**src/hdl/glyph_row_pixel_frame_encoder_top_macros.svh**
```systemverilog
// Assertion macros for the glyph row pixel frame encoder.
// No dependencies; included by modules that carry concurrent checks.
`ifndef GLYPH_ROW_PIXEL_FRAME_ENCODER_TOP_MACROS_SVH
`define GLYPH_ROW_PIXEL_FRAME_ENCODER_TOP_MACROS_SVH

`ifndef SYNTHESIS

// Same-cycle implication, disabled during reset.
`define GRPFE_ASSERT_NOW(label, clk, rst, ante, cons) \
  label: assert property (@(posedge clk) disable iff (rst) (ante) |-> (cons)) \
    else $error("assertion failed: ante |-> cons");

// Next-cycle implication, disabled during reset.
`define GRPFE_ASSERT_NEXT(label, clk, rst, ante, cons) \
  label: assert property (@(posedge clk) disable iff (rst) (ante) |=> (cons)) \
    else $error("assertion failed: ante |=> cons");

`else

`define GRPFE_ASSERT_NOW(label, clk, rst, ante, cons)
`define GRPFE_ASSERT_NEXT(label, clk, rst, ante, cons)

`endif

`endif

```
**src/hdl/grpfe_pkg.sv**
```systemverilog
// Shared types, codes and helper functions for the glyph row pixel frame encoder.
// No dependencies.
package grpfe_pkg;

  localparam int OpcodeW = 3;
  localparam int CfgIndexW = 3;
  localparam int CfgDataW = 12;
  localparam int ColorW = 12;
  localparam int FrameW = 9;
  localparam int MaxPairs = 4;

  localparam logic [OpcodeW-1:0] OP_GLYPH = 3'd0;
  localparam logic [OpcodeW-1:0] OP_FILL  = 3'd1;
  localparam logic [OpcodeW-1:0] OP_CMD   = 3'd2;
  localparam logic [OpcodeW-1:0] OP_COORD = 3'd3;
  localparam logic [OpcodeW-1:0] OP_DATA  = 3'd4;

  localparam logic [CfgIndexW-1:0] REG_FG_COLOR     = 3'd0;
  localparam logic [CfgIndexW-1:0] REG_BG_COLOR     = 3'd1;
  localparam logic [CfgIndexW-1:0] REG_INVERT_GLYPH = 3'd2;
  localparam logic [CfgIndexW-1:0] REG_GLYPH_WIDTH  = 3'd3;

  localparam logic [1:0] PHASE_LAST = 2'd2;

  // One item waiting to be expanded into frames.
  typedef struct packed {
    logic       single;   // one frame of byte_val and flag
    logic [7:0] byte_val; // glyph bits (inverted already) or frame byte
    logic       flag;     // data flag for a single frame
    logic [2:0] pairs;    // pixel pairs of a glyph or fill item, 1..4
  } item_t;

  function automatic logic [3:0] nib_rev(input logic [3:0] n);
    nib_rev = {n[0], n[1], n[2], n[3]};
  endfunction

  function automatic logic [7:0] byte_rev(input logic [7:0] b);
    byte_rev = {b[0], b[1], b[2], b[3], b[4], b[5], b[6], b[7]};
  endfunction

endpackage

```
**src/hdl/glyph_row_pixel_frame_encoder_top.sv**
```systemverilog
// Glyph row pixel frame encoder: turns display items into 9-bit serial LCD frames.
// Depends on grpfe_pkg and glyph_row_pixel_frame_encoder_top_macros.svh.
//
// Input channel (in_valid/in_ready, opcode, value): one item per handshake.
// A glyph row gives three frames per pixel pair (min(glyph_width/2, 4) pairs),
// a fill item three frames, a command, coordinate or data item one frame,
// unused opcodes none. Output channel (out_valid/out_ready, frame, last)
// moves one frame per handshake; last marks the final frame of each item.
// Config channel (cfg_valid/cfg_ready, cfg_index, cfg_data) is always ready;
// write it only while no item is in flight.
// The item register takes an item at its handshake edge; the item's first
// frame then moves from the item register into the output register.
// Throughput: one frame per cycle while the receiver does not stall; an item
// has as many frames as listed above (1 to 12). An item with no frames is
// dropped when taken and never reaches the output register.
// A new item is taken in the same cycle the previous item's last frame moves
// into the output register. When the receiver stalls, the output register
// holds and the item register waits. Synchronous reset empties both stages
// and restores fg 0xFFF, bg 0x000, no invert, width 6.
`include "glyph_row_pixel_frame_encoder_top_macros.svh"

module glyph_row_pixel_frame_encoder_top (
  input  logic                               clk,
  input  logic                               rst,
  input  logic                               in_valid,
  output logic                               in_ready,
  input  logic [grpfe_pkg::OpcodeW-1:0]      opcode,
  input  logic [7:0]                         value,
  output logic                               out_valid,
  input  logic                               out_ready,
  output logic [grpfe_pkg::FrameW-1:0]       frame,
  output logic                               last,
  input  logic                               cfg_valid,
  output logic                               cfg_ready,
  input  logic [grpfe_pkg::CfgIndexW-1:0]    cfg_index,
  input  logic [grpfe_pkg::CfgDataW-1:0]     cfg_data
);

  import grpfe_pkg::*;

  // configuration
  logic [ColorW-1:0] fg_color;
  logic [ColorW-1:0] bg_color;
  logic              invert_glyph;
  logic [3:0]        glyph_width;

  // item stage
  item_t      item;
  item_t      item_next;
  logic       item_valid;
  logic [1:0] pair_idx;
  logic [1:0] phase;

  logic       in_fire;
  logic       advance;
  logic       item_last;
  logic       has_frames;
  logic [2:0] width_pairs;

  // frame build
  logic [7:0] glyph_bits;
  logic [1:0] sel;
  logic [3:0] fr, fgn, fb, br, bgn, bb;
  logic [3:0] r1, g1, b1, r2, g2, b2;
  logic [7:0] pair_byte;
  logic [FrameW-1:0] frame_next;

  assign cfg_ready = 1'b1;

  always_ff @(posedge clk) begin
    if (rst) begin
      fg_color     <= 12'hFFF;
      bg_color     <= 12'h000;
      invert_glyph <= 1'b0;
      glyph_width  <= 4'd6;
    end else if (cfg_valid && cfg_ready) begin
      case (cfg_index)
        REG_FG_COLOR:     fg_color     <= cfg_data;
        REG_BG_COLOR:     bg_color     <= cfg_data;
        REG_INVERT_GLYPH: invert_glyph <= cfg_data[0];
        REG_GLYPH_WIDTH:  glyph_width  <= cfg_data[3:0];
        default: ;
      endcase
    end
  end

  // decode an incoming item
  always_comb begin
    width_pairs = (glyph_width[3:1] > 3'(MaxPairs)) ? 3'(MaxPairs) : glyph_width[3:1];
    item_next   = '0;
    has_frames  = 1'b1;
    case (opcode)
      OP_GLYPH: begin
        item_next.byte_val = value ^ {8{invert_glyph}};
        item_next.pairs    = width_pairs;
        has_frames         = (width_pairs != 3'd0);
      end
      OP_FILL: begin
        // one bg/bg pair: glyph bits all clear
        item_next.pairs = 3'd1;
      end
      OP_CMD: begin
        item_next.single   = 1'b1;
        item_next.byte_val = value;
        item_next.flag     = 1'b0;
      end
      OP_COORD: begin
        item_next.single   = 1'b1;
        item_next.byte_val = byte_rev(value);
        item_next.flag     = 1'b1;
      end
      OP_DATA: begin
        item_next.single   = 1'b1;
        item_next.byte_val = value;
        item_next.flag     = 1'b1;
      end
      default: begin
        has_frames = 1'b0;
      end
    endcase
  end

  assign advance   = item_valid && (!out_valid || out_ready);
  assign item_last = item.single ||
                     ((pair_idx == 2'(item.pairs - 3'd1)) && (phase == PHASE_LAST));
  assign in_ready  = !item_valid || (advance && item_last);
  assign in_fire   = in_valid && in_ready;

  always_ff @(posedge clk) begin
    if (rst) begin
      item_valid <= 1'b0;
      pair_idx   <= 2'd0;
      phase      <= 2'd0;
    end else begin
      if (in_fire) begin
        item_valid <= has_frames;
        pair_idx   <= 2'd0;
        phase      <= 2'd0;
      end else if (advance) begin
        if (item_last) begin
          item_valid <= 1'b0;
        end else if (phase == PHASE_LAST) begin
          phase    <= 2'd0;
          pair_idx <= pair_idx + 2'd1;
        end else begin
          phase <= phase + 2'd1;
        end
      end
    end
  end

  always_ff @(posedge clk) begin
    if (in_fire) begin
      item <= item_next;
    end
  end

  // pixel pair pattern for the current pair and phase
  always_comb begin
    glyph_bits = item.byte_val << {pair_idx, 1'b0};
    sel = glyph_bits[7:6];
    fr  = nib_rev(fg_color[11:8]);
    fgn = nib_rev(fg_color[7:4]);
    fb  = nib_rev(fg_color[3:0]);
    br  = nib_rev(bg_color[11:8]);
    bgn = nib_rev(bg_color[7:4]);
    bb  = nib_rev(bg_color[3:0]);
    r1  = sel[1] ? fr  : br;
    g1  = sel[1] ? fgn : bgn;
    b1  = sel[1] ? fb  : bb;
    r2  = sel[0] ? fr  : br;
    g2  = sel[0] ? fgn : bgn;
    b2  = sel[0] ? fb  : bb;
    case (phase)
      2'd0:    pair_byte = {g1, r1};
      2'd1:    pair_byte = {r2, b1};
      default: pair_byte = {b2, g2};
    endcase
    if (item.single) begin
      frame_next = {item.byte_val, item.flag};
    end else begin
      frame_next = {pair_byte, 1'b1};
    end
  end

  // output register
  always_ff @(posedge clk) begin
    if (rst) begin
      out_valid <= 1'b0;
    end else if (advance) begin
      out_valid <= 1'b1;
    end else if (out_ready) begin
      out_valid <= 1'b0;
    end
  end

  always_ff @(posedge clk) begin
    if (advance) begin
      frame <= frame_next;
      last  <= item_last;
    end
  end

  `GRPFE_ASSERT_NOW(a_phase_range, clk, rst, item_valid, phase != 2'd3)
  `GRPFE_ASSERT_NOW(a_pair_range, clk, rst, item_valid && !item.single, 3'(pair_idx) < item.pairs)
  `GRPFE_ASSERT_NEXT(a_item_holds, clk, rst, item_valid && !(advance && item_last), item_valid)
  `GRPFE_ASSERT_NEXT(a_empty_drop, clk, rst, in_fire && !has_frames, !item_valid)
  `GRPFE_ASSERT_NEXT(a_frame_shown, clk, rst, advance, out_valid && (last == $past(item_last)))

endmodule

```
**config.mk**
```make
export PLATFORM = sky130hd
export DESIGN_NAME = glyph_row_pixel_frame_encoder_top
export DESIGN_NICKNAME = d
export VERILOG_FILES = /design/src/hdl/grpfe_pkg.sv /design/src/hdl/glyph_row_pixel_frame_encoder_top.sv
export VERILOG_INCLUDE_DIRS = /design/src /design/src/hdl
export SDC_FILE = /design/constraint.sdc
export NUM_CORES = 1
export LEC_CHECK = 0
export BUFFER_PORTS_ARGS = -buffer_cell sky130_fd_sc_hd__buf_2
export CORE_MARGIN = 5
export CORE_UTILIZATION = 61
export DETAILED_ROUTE_END_ITERATION = 7
export PLACE_DENSITY_LB_ADDON = 0.15
export SETUP_SLACK_MARGIN = 0.3
export SYNTH_ARGS = -nofsm -noshare
export SYNTH_HDL_FRONTEND = slang
export SYNTH_SLANG_ARGS = --single-unit
```
**constraint.sdc**
```tcl
create_clock -name clk -period 3.9 [get_ports clk]
set_clock_uncertainty 0.2 [all_clocks]
set_input_delay 0.585 -clock clk [delete_from_list [all_inputs] [get_ports clk]]
set_output_delay 0.585 -clock clk [all_outputs]
set_load 0.02 [all_outputs]
```
Yosys cells after proc, flatten, opt, wreduce, memory -nomap -nowiden
Cells that the tools add are included.
{"block": "word_totals", "elab_cells": 80, "output_inout_bits": 13, "reg_bits": 57, "input_bits": 31}
{"block": "classes", "n_mux": 20, "n_shift": 1, "eq_ne": 10, "n_bitwise": 2, "addsub": 3, "n_reduce_logical": 28, "magnitude_cmp": 1}
{"op": "2-to-1 mux 4 bit", "n": 6}
{"op": "case mux 8 bit (3 select lines)", "n": 1}
{"op": "case mux 8 bit (2 select lines)", "n": 1}
{"op": "== test 3 x 2 -> 1 bit (second input constant)", "n": 4}
{"op": "AND reduction 2 bit", "n": 6}
{"op": "2-to-1 mux 9 bit", "n": 1}
{"op": "<< shifter 8 x 3 -> 8 bit", "n": 1}
{"op": "bitwise XOR 8 bit", "n": 1}
{"op": "2-to-1 mux 1 bit", "n": 7}
{"op": "== test 3 x 1 -> 1 bit (second input constant)", "n": 2}
{"op": "logical NOT 3 bit", "n": 2}
{"op": "nonzero test 2 bit", "n": 3}
{"op": "OR reduction 2 bit", "n": 3}
{"op": "adder 2 x 1 -> 2 bit (second input constant)", "n": 2}
{"op": "logical AND 1 bit", "n": 4}
{"op": "case mux 2 bit (2 select lines)", "n": 1}
{"op": "OR reduction 4 bit", "n": 1}
{"op": "== test 3 bit (second input constant)", "n": 1}
{"op": "greater-than comparator 3 bit (second input constant)", "n": 1}
{"op": "logical OR 1 bit", "n": 3}
{"op": "2-to-1 mux 3 bit", "n": 1}
{"op": "AND reduction 3 bit", "n": 1}
{"op": "nonzero test 3 bit", "n": 1}
{"op": "OR reduction 3 bit", "n": 1}
{"op": "other kinds (9)", "n": 10}

Longest topological paths before layout
Gate-level depths: netlist (run 1).
{"block": "logic_depth", "word_depth": 9, "mapped_depth": 7, "ltp_nobuf": 5}

Least setup slack after synthesis (run 1)
OpenSTA, ideal clock, no wires.
{"block": "synth_path", "kind": "reg2reg", "start": "register pair_idx[1]", "end": "register item[0] in the netlist's numbering, enable pin", "path_slack_ps": 1352, "required_time_ps": 3345, "setup_time_ps": 355, "arrival_time_ps": 1993, "stages_incl_launch_ff": 7, "path_buffers": 1, "period_less_slack_ps": 2548, "cell_sequence": "dfxtp_1 -> buf_6 -> xnor2_1 -> mux2i_1 -> a21oi_1 -> o21ai_1 -> and2_1"}
{"block": "synth_between", "elab_chain_len": 6}
{"item": "start: declaration", "line": "glyph_row_pixel_frame_encoder_top.sv:51", "rtl": "logic [1:0] pair_idx;"}
{"item": "start signal: assignment", "line": "glyph_row_pixel_frame_encoder_top.sv:144", "rtl": "pair_idx <= pair_idx + 2'd1;"}
{"item": "== test 2 bit", "line": "glyph_row_pixel_frame_encoder_top.sv:125", "rtl": "((pair_idx == 2'(item.pairs - 3'd1)) && (phase == PHASE_LAST));"}
{"item": "logical AND 1 bit", "line": "glyph_row_pixel_frame_encoder_top.sv:125"}
{"item": "logical OR 1 bit", "line": "glyph_row_pixel_frame_encoder_top.sv:124", "rtl": "assign item_last = item.single ||"}
{"item": "logical AND 1 bit", "line": "glyph_row_pixel_frame_encoder_top.sv:126", "rtl": "assign in_ready = !item_valid || (advance && item_last);"}
{"item": "logical OR 1 bit", "line": "glyph_row_pixel_frame_encoder_top.sv:126"}
{"item": "net in_ready", "line": "glyph_row_pixel_frame_encoder_top.sv:26", "rtl": "output logic in_ready,"}
{"item": "logical AND 1 bit", "line": "glyph_row_pixel_frame_encoder_top.sv:127", "rtl": "assign in_fire = in_valid && in_ready;"}
{"item": "net in_fire", "line": "glyph_row_pixel_frame_encoder_top.sv:54", "rtl": "logic in_fire;"}
{"item": "end signal: assignment", "line": "glyph_row_pixel_frame_encoder_top.sv:154", "rtl": "item <= item_next;"}
{"item": "end: declaration", "line": "glyph_row_pixel_frame_encoder_top.sv:48", "rtl": "item_t item;"}
The timed path passes the listed nets, and every way through them passes these cells.
A chain may end at the register's enable or synchronous reset.

Final worst setup path (run 1)
{"block": "layout_path", "start": "register pair_idx[1]", "end": "output port in_ready"}
{"block": "layout_between", "elab_chain_len": 5}
{"item": "== test 2 bit", "line": "glyph_row_pixel_frame_encoder_top.sv:125"}
{"item": "logical AND 1 bit", "line": "glyph_row_pixel_frame_encoder_top.sv:125"}
{"item": "logical OR 1 bit", "line": "glyph_row_pixel_frame_encoder_top.sv:124"}
{"item": "logical AND 1 bit", "line": "glyph_row_pixel_frame_encoder_top.sv:126"}
{"item": "logical OR 1 bit", "line": "glyph_row_pixel_frame_encoder_top.sv:126"}
{"item": "end: declaration", "line": "glyph_row_pixel_frame_encoder_top.sv:26"}
No other way between the ends.

==> flow_summary.yaml, run 1 <==
run_status:
  status: "complete, no violations"
detailed_routing:
  drc: 0
  firstDrtPassIters: 4
  avgRoutedWirePerCell_um: 15.1
  wl_mm: 6.33
  drt-initial-drc-count: 234
  vias_per_cell: 5.74
  vias: 2411
  ant_nets: 0
die:
  die-area_mm2: 0.00635
  start_util_pct: 62.8
  row_count: 25
  coreArea_mm2: 0.00472
  die_y_um: 79.7
  die_w_um: 79.7
  io-pin-count: 44
worst_setup_path:
  critPathTopFamily: "compound AO/OA/AOI/OAI gates"
  critPathRequiredTime_ns: 3.12
  critPathKind: "flop to output port"
  worst-path-buf-inv: 1
  critPathMaxStageDelay_ns: 0.54
  crit_arrival_ns: 2.21
  critPathMaxFanout: 7
  cp-end-kind: "output port"
  cp-start-kind: "flop"
  cp_slowest_cell: "dfxtp_1"
  path_cells: "xnor2_1 > mux2i_1 > a21oi_1 > o21ai_1 > buf_2"
cells_and_area:
  fillers: 370
  n_antenna_cell: 0
  fin_cells: 420
  drive_gt1_share_pct: 21.0
  fin_area_mm2: 0.00329
  fin_nets: 383
  seq_area_mm2: 0.00134
  syn_to_final_growth_pct: 11.1
  multi_input_area_mm2: 0.00151
  final_util_pct: 69.7
job:
  maxCapViolations: 0
sta:
  setup_viol: 0
  finalHoldViolCount: 0
  maxSlewViolCount: 0
  min_period_ns: 3.00
  rsz0062_at_grt: "false"
  fmax_mhz: 333
  maxSlewHeadroom_pct: 46.6
  fin_setup_tns_ns: 0
  worst_pin_slew_ns: 0.797
  timing.final.crit_share_pct: 76.9
  holdWs_ns: 0.285
  worst_slack_ns: 0.901
cts:
  clk_path_buf_depth: 2
  cts_tree: "built"
  cts-htree-levels: 2
  post_cts_buffers: 0
  cts_made_buffers: 5
  clk_latency_ns: 0.31
  clock_sinks: 56
  hold_buffers: 0
  cts-root-buf: "clkbuf_8"
  path_clk_slew_ns: 0.11
  post_cts_resized: 0
global_routing:
  antenna_found_initial: 0
  grt.overflow.total: 0
  grt_pass1_wl_mm: 10.6
  grt_max_degree: 25
  grt_pass1_vias: 2194
  grt_usage_pct: 21.3
yosys:
  synth.most_common_cell: "nand2_1"
  yosys_warnings: 0
  synthTopCellsByArea: "dfxtp_1 23%, edfxtp_1 22%, mux2i_1 9.8%, nand2_1 8.1%, mux2_2 5.3%"
  synth.top_cell.area_share_pct: 23.0
  synth_edf_count: 22
  synthTopCellsByCount: "64 x nand2_1, 34 x dfxtp_1, 29 x mux2i_1"
  synth_nets: 352
  netlist_area_mm2: 0.00296
  synth-main-ff-cell: "dfxtp_1"
  yosysUniqueCellTypes: 42
  ys_seq_area_share_pct: 45.3
  avgSynthCellArea_um2: 9.23
  ys_ff_latch: 56
  synthCells: 321
  ys_async_sr_fraction_pct: 0
  yosys.area.top_type: "dfxtp_1"
place:
  portBuffers: 42
  gp_congestion: 0.966
  dp.cells: 412
  place_area_mm2: 0.00318
  hpwl_mm: 4.77
  place_ws_ns: 1.22
worst_hold_path:
  hold_path.class: "flop to flop"
power:
  peakVddDrop_mv: 0.209
  p_leak_nw: 1.27
  p_per_area_mw_per_mm2: 368
  power_mw: 1.21
## worst register-to-register path, cell delays in order, from the launching register on
cell and delay, ns:
dfxtp_1 0.54, xnor2_1 0.19, mux2i_1 0.35, a21oi_1 0.16, o21ai_1 0.42, and2_1 0.50
## final timing paths
path,from,endpoint,slack (ns),depth (start not counted)
max,pair_idx[1],in_ready,0.90,5
min,bg_color[7],bg_color[7],0.28,2
max reg2reg,pair_idx[1],item[12],1.19,5
min reg2reg,bg_color[7],bg_color[7],0.28,2
## cells by family after synthesis
family	count (synthesis)	share of synthesized area, %
other	1	0.127
XOR/XNOR	3	0.887
AND/OR/NAND/NOR	119	17.6
buffers and inverters	26	4.01
flip-flops	56	45.3
AO/OA/AOI/OAI	69	15.1
multiplexers	47	17.1
## final cells by class
type | instances | share of cell area [%]
inverter | 7 | 0.798
clock buffer | 5 | 2.09
clock inverter | 3 | 1.44
multi-input combinational | 239 | 45.8
sequential | 56 | 40.7
tap | 67 | 2.54
timing repair buffer | 43 | 6.61
## routing by layer
layer / wire length (µm) / global-route usage (%)
met2: 2790 / 31.6
met5: 0 / 0
met3: 408 / 4.63
met4: 246 / 10.8
met1: 2890 / 29.0
## cell usage in the layout (no fill, tap or decap), drive strengths merged, types with 5 or more instances in the layout
| master | n |
|---|---|
| a211o | 5 |
| mux2 | 16 |
| nand2 | 64 |
| nor2b | 13 |
| o21ai | 15 |
| buf | 43 |
| nor2 | 23 |
| clkbuf | 5 |
| dfxtp | 34 |
| a21oi | 27 |
| mux2i | 31 |
| edfxtp | 22 |
| inv | 7 |
## state kept, by name (all words and copies together) (netlist names), 2 cells and up
signal       count
bg_color        12
fg_color        12
frame            9
glyph_width      3
item            12
pair_idx         2
phase            2
## where the power goes
group / internal (mW) / switching (mW) / leakage [nW]
sequential: 0.639 / 0.0204 / 0.489
combinational: 0.0741 / 0.0940 / 0.720
clock: 0.193 / 0.192 / 0.0583
total: 0.906 / 0.306 / 1.27
Power figures use the tool's default switching activity.
==> run 2: changes to the inputs <==
--- a/config.mk
+++ b/config.mk
@@ -8,7 +8,7 @@
 export LEC_CHECK = 0
 export BUFFER_PORTS_ARGS = -buffer_cell sky130_fd_sc_hd__buf_2
 export CORE_MARGIN = 5
-export CORE_UTILIZATION = 61
+export CORE_UTILIZATION = 51
 export DETAILED_ROUTE_END_ITERATION = 7
 export PLACE_DENSITY_LB_ADDON = 0.15
 export SETUP_SLACK_MARGIN = 0.3
==> constraint.sdc (replaced) <==
create_clock -name clk -period 2.6 [get_ports clk]
set_clock_uncertainty 0.2 [all_clocks]
set_input_delay 0.39 -clock clk [delete_from_list [all_inputs] [get_ports clk]]
set_output_delay 0.39 -clock clk [all_outputs]
set_load 0.02 [all_outputs]
==> flow_summary.yaml, run 2 (synthesis gave the netlist of run 1 again) <==
detailed_routing:
  firstDrtPassIters: 4
  vias: 2431
  vias_per_cell: 5.53
  drc: 0
  wl_mm: 6.96
  drt-initial-drc-count: 171
  ant_nets: 0
  avgRoutedWirePerCell_um: 15.8
global_routing:
  grt_usage_pct: 19.2
  grt.overflow.total: 0
  antenna_found_initial: 0
  grt_max_degree: 25
  grt_pass1_wl_mm: 11.1
  grt_pass1_vias: 2234
cells_and_area:
  final_common_cell: "nand2_1"
  top_regs: "bg_color x12, fg_color x12, item x12"
  syn_to_final_growth_pct: 16.5
  multi_input_area_mm2: 0.00156
  seq_area_mm2: 0.00135
  n_antenna_cell: 0
  fin_cells: 440
  final_util_pct: 62.0
  fin_nets: 398
  drive_gt1_share_pct: 25.3
  final_cell_mix: "64 x nand2_1, 41 x buf_2, 33 x dfxtp_1"
  fillers: 493
worst_setup_path:
  critPathMaxFanout: 2
  critPathKind: "flop to output port"
  rrSetupSlack_ns: 0.39
  cp-start-kind: "flop"
  crit_arrival_ns: 1.69
  critPathTopFamily: "flip-flops"
  cp_slowest_cell: "edfxtp_1"
  critPathRequiredTime_ns: 2.01
  cp-end-kind: "output port"
  worst-r2r-cell-count: 7
  path_cells: "xnor2_4 > mux2i_2 > a21oi_2 > o21ai_2 > buf_6"
  worst-path-buf-inv: 1
  critPathMaxStageDelay_ns: 0.47
  cp.depth: 5
power:
  p_per_area_mw_per_mm2: 506
  power_mw: 1.75
  p_leak_nw: 1.35
  peakVddDrop_mv: 0.311
cts:
  cts_made_buffers: 5
  cts-root-buf: "clkbuf_8"
  clk_latency_ns: 0.31
  path_clk_slew_ns: 0.09
  clk_path_buf_depth: 2
  clock_sinks: 56
  hold_buffers: 0
  cts_tree: "built"
  cts-htree-levels: 2
die:
  die-area_mm2: 0.00744
  start_util_pct: 53.2
  io-pin-count: 44
  die_y_um: 86.2
  die_w_um: 86.2
  coreArea_mm2: 0.00557
  row_count: 27
place:
  hpwl_mm: 5.29
  dp.cells: 424
  portBuffers: 42
  gp_congestion: 0.876
sta:
  finalHoldViolCount: 0
  timing.final.crit_share_pct: 87.6
  min_period_ns: 2.28
  rsz0062_at_grt: "true"
  setup_viol: 0
  fin_setup_tns_ns: 0
  maxSlewHeadroom_pct: 54.7
  maxSlewViolCount: 0
  fmax_mhz: 439
  worst_pin_slew_ns: 0.678
worst_hold_path:
  hold_depth: 2
  hold_path.class: "input pin to flop"
run_status:
  status: "complete, no violations"
job:
  maxCapViolations: 0
[run 2: changes by cell type in the layout (fill, tap and decap cells not counted), sizes merged]
cell    previous run  this run
buf               43        58
bufinv             1         0
clkbuf             5         8
clkinv             2         0
[run 2: path summary, 6_finish.rpt]
kind | start | to
max | item[1] | in_ready
min | cfg_data[4] | fg_color[4]
max reg2reg | pair_idx[1] | frame[4]
min reg2reg | bg_color[4] | bg_color[4]
[run 2: layer usage]
metal / routed length, µm / vias to the layer above / track usage, %
li1: - / 1220 / -
met5: 0 / - / 0
met3: 441 / 5 / 4.28
met2: 3220 / 70 / 29.7
met1: 3240 / 1136 / 26.9
met4: 60 / 0 / 5.52
[run 2: final cells by class]
cell class / count / share of cell area, %
clock buffers: 8 / 2.61
inverters: 7 / 0.761
multi-input cells: 239 / 45.2
flip-flops and latches: 56 / 38.9
well taps: 72 / 2.61
repair buffers: 58 / 9.85
[run 2: worst reg2reg max path: cells and delay by family, from the launching register on]
family	cells	cell delay, ns
multiplexers	3	0.75
flip-flops	1	0.40
AO/OA/AOI/OAI	2	0.36
buffers and inverters	2	0.25
[run 2: per-stage QoR]
step | hold slack [ns] | instance area (µm²) | setup WS (ns)
5_1_grt | 0.0850 | 3450 | 0.244
3_5_place_dp | 0.267 | 3260 | 0.161
2_1_floorplan | 0.246 | 2990 | 0.350
6_report | 0.103 | 3450 | 0.323
4_1_cts | 0.0923 | 3400 | 0.298
3_3_place_gp | 0.263 | 3260 | 0.249
[run 2: report_power, final]
group	internal (mW)	leakage, nW	total, mW	switching (mW)
sequential	0.956	0.490	0.986	0.0296
clock	0.218	0.0455	0.476	0.258
combinational	0.131	0.809	0.286	0.154
total	1.31	1.35	1.75	0.442
[run 2: repair_timing]
| action | CTS | global route |
|---|---|---|
| pin swaps | 3 | 1 |
| setup buffers | 3 | 5 |
| resized for setup | 7 | 4 |
| setup endpoints to repair | 16 | 15 |
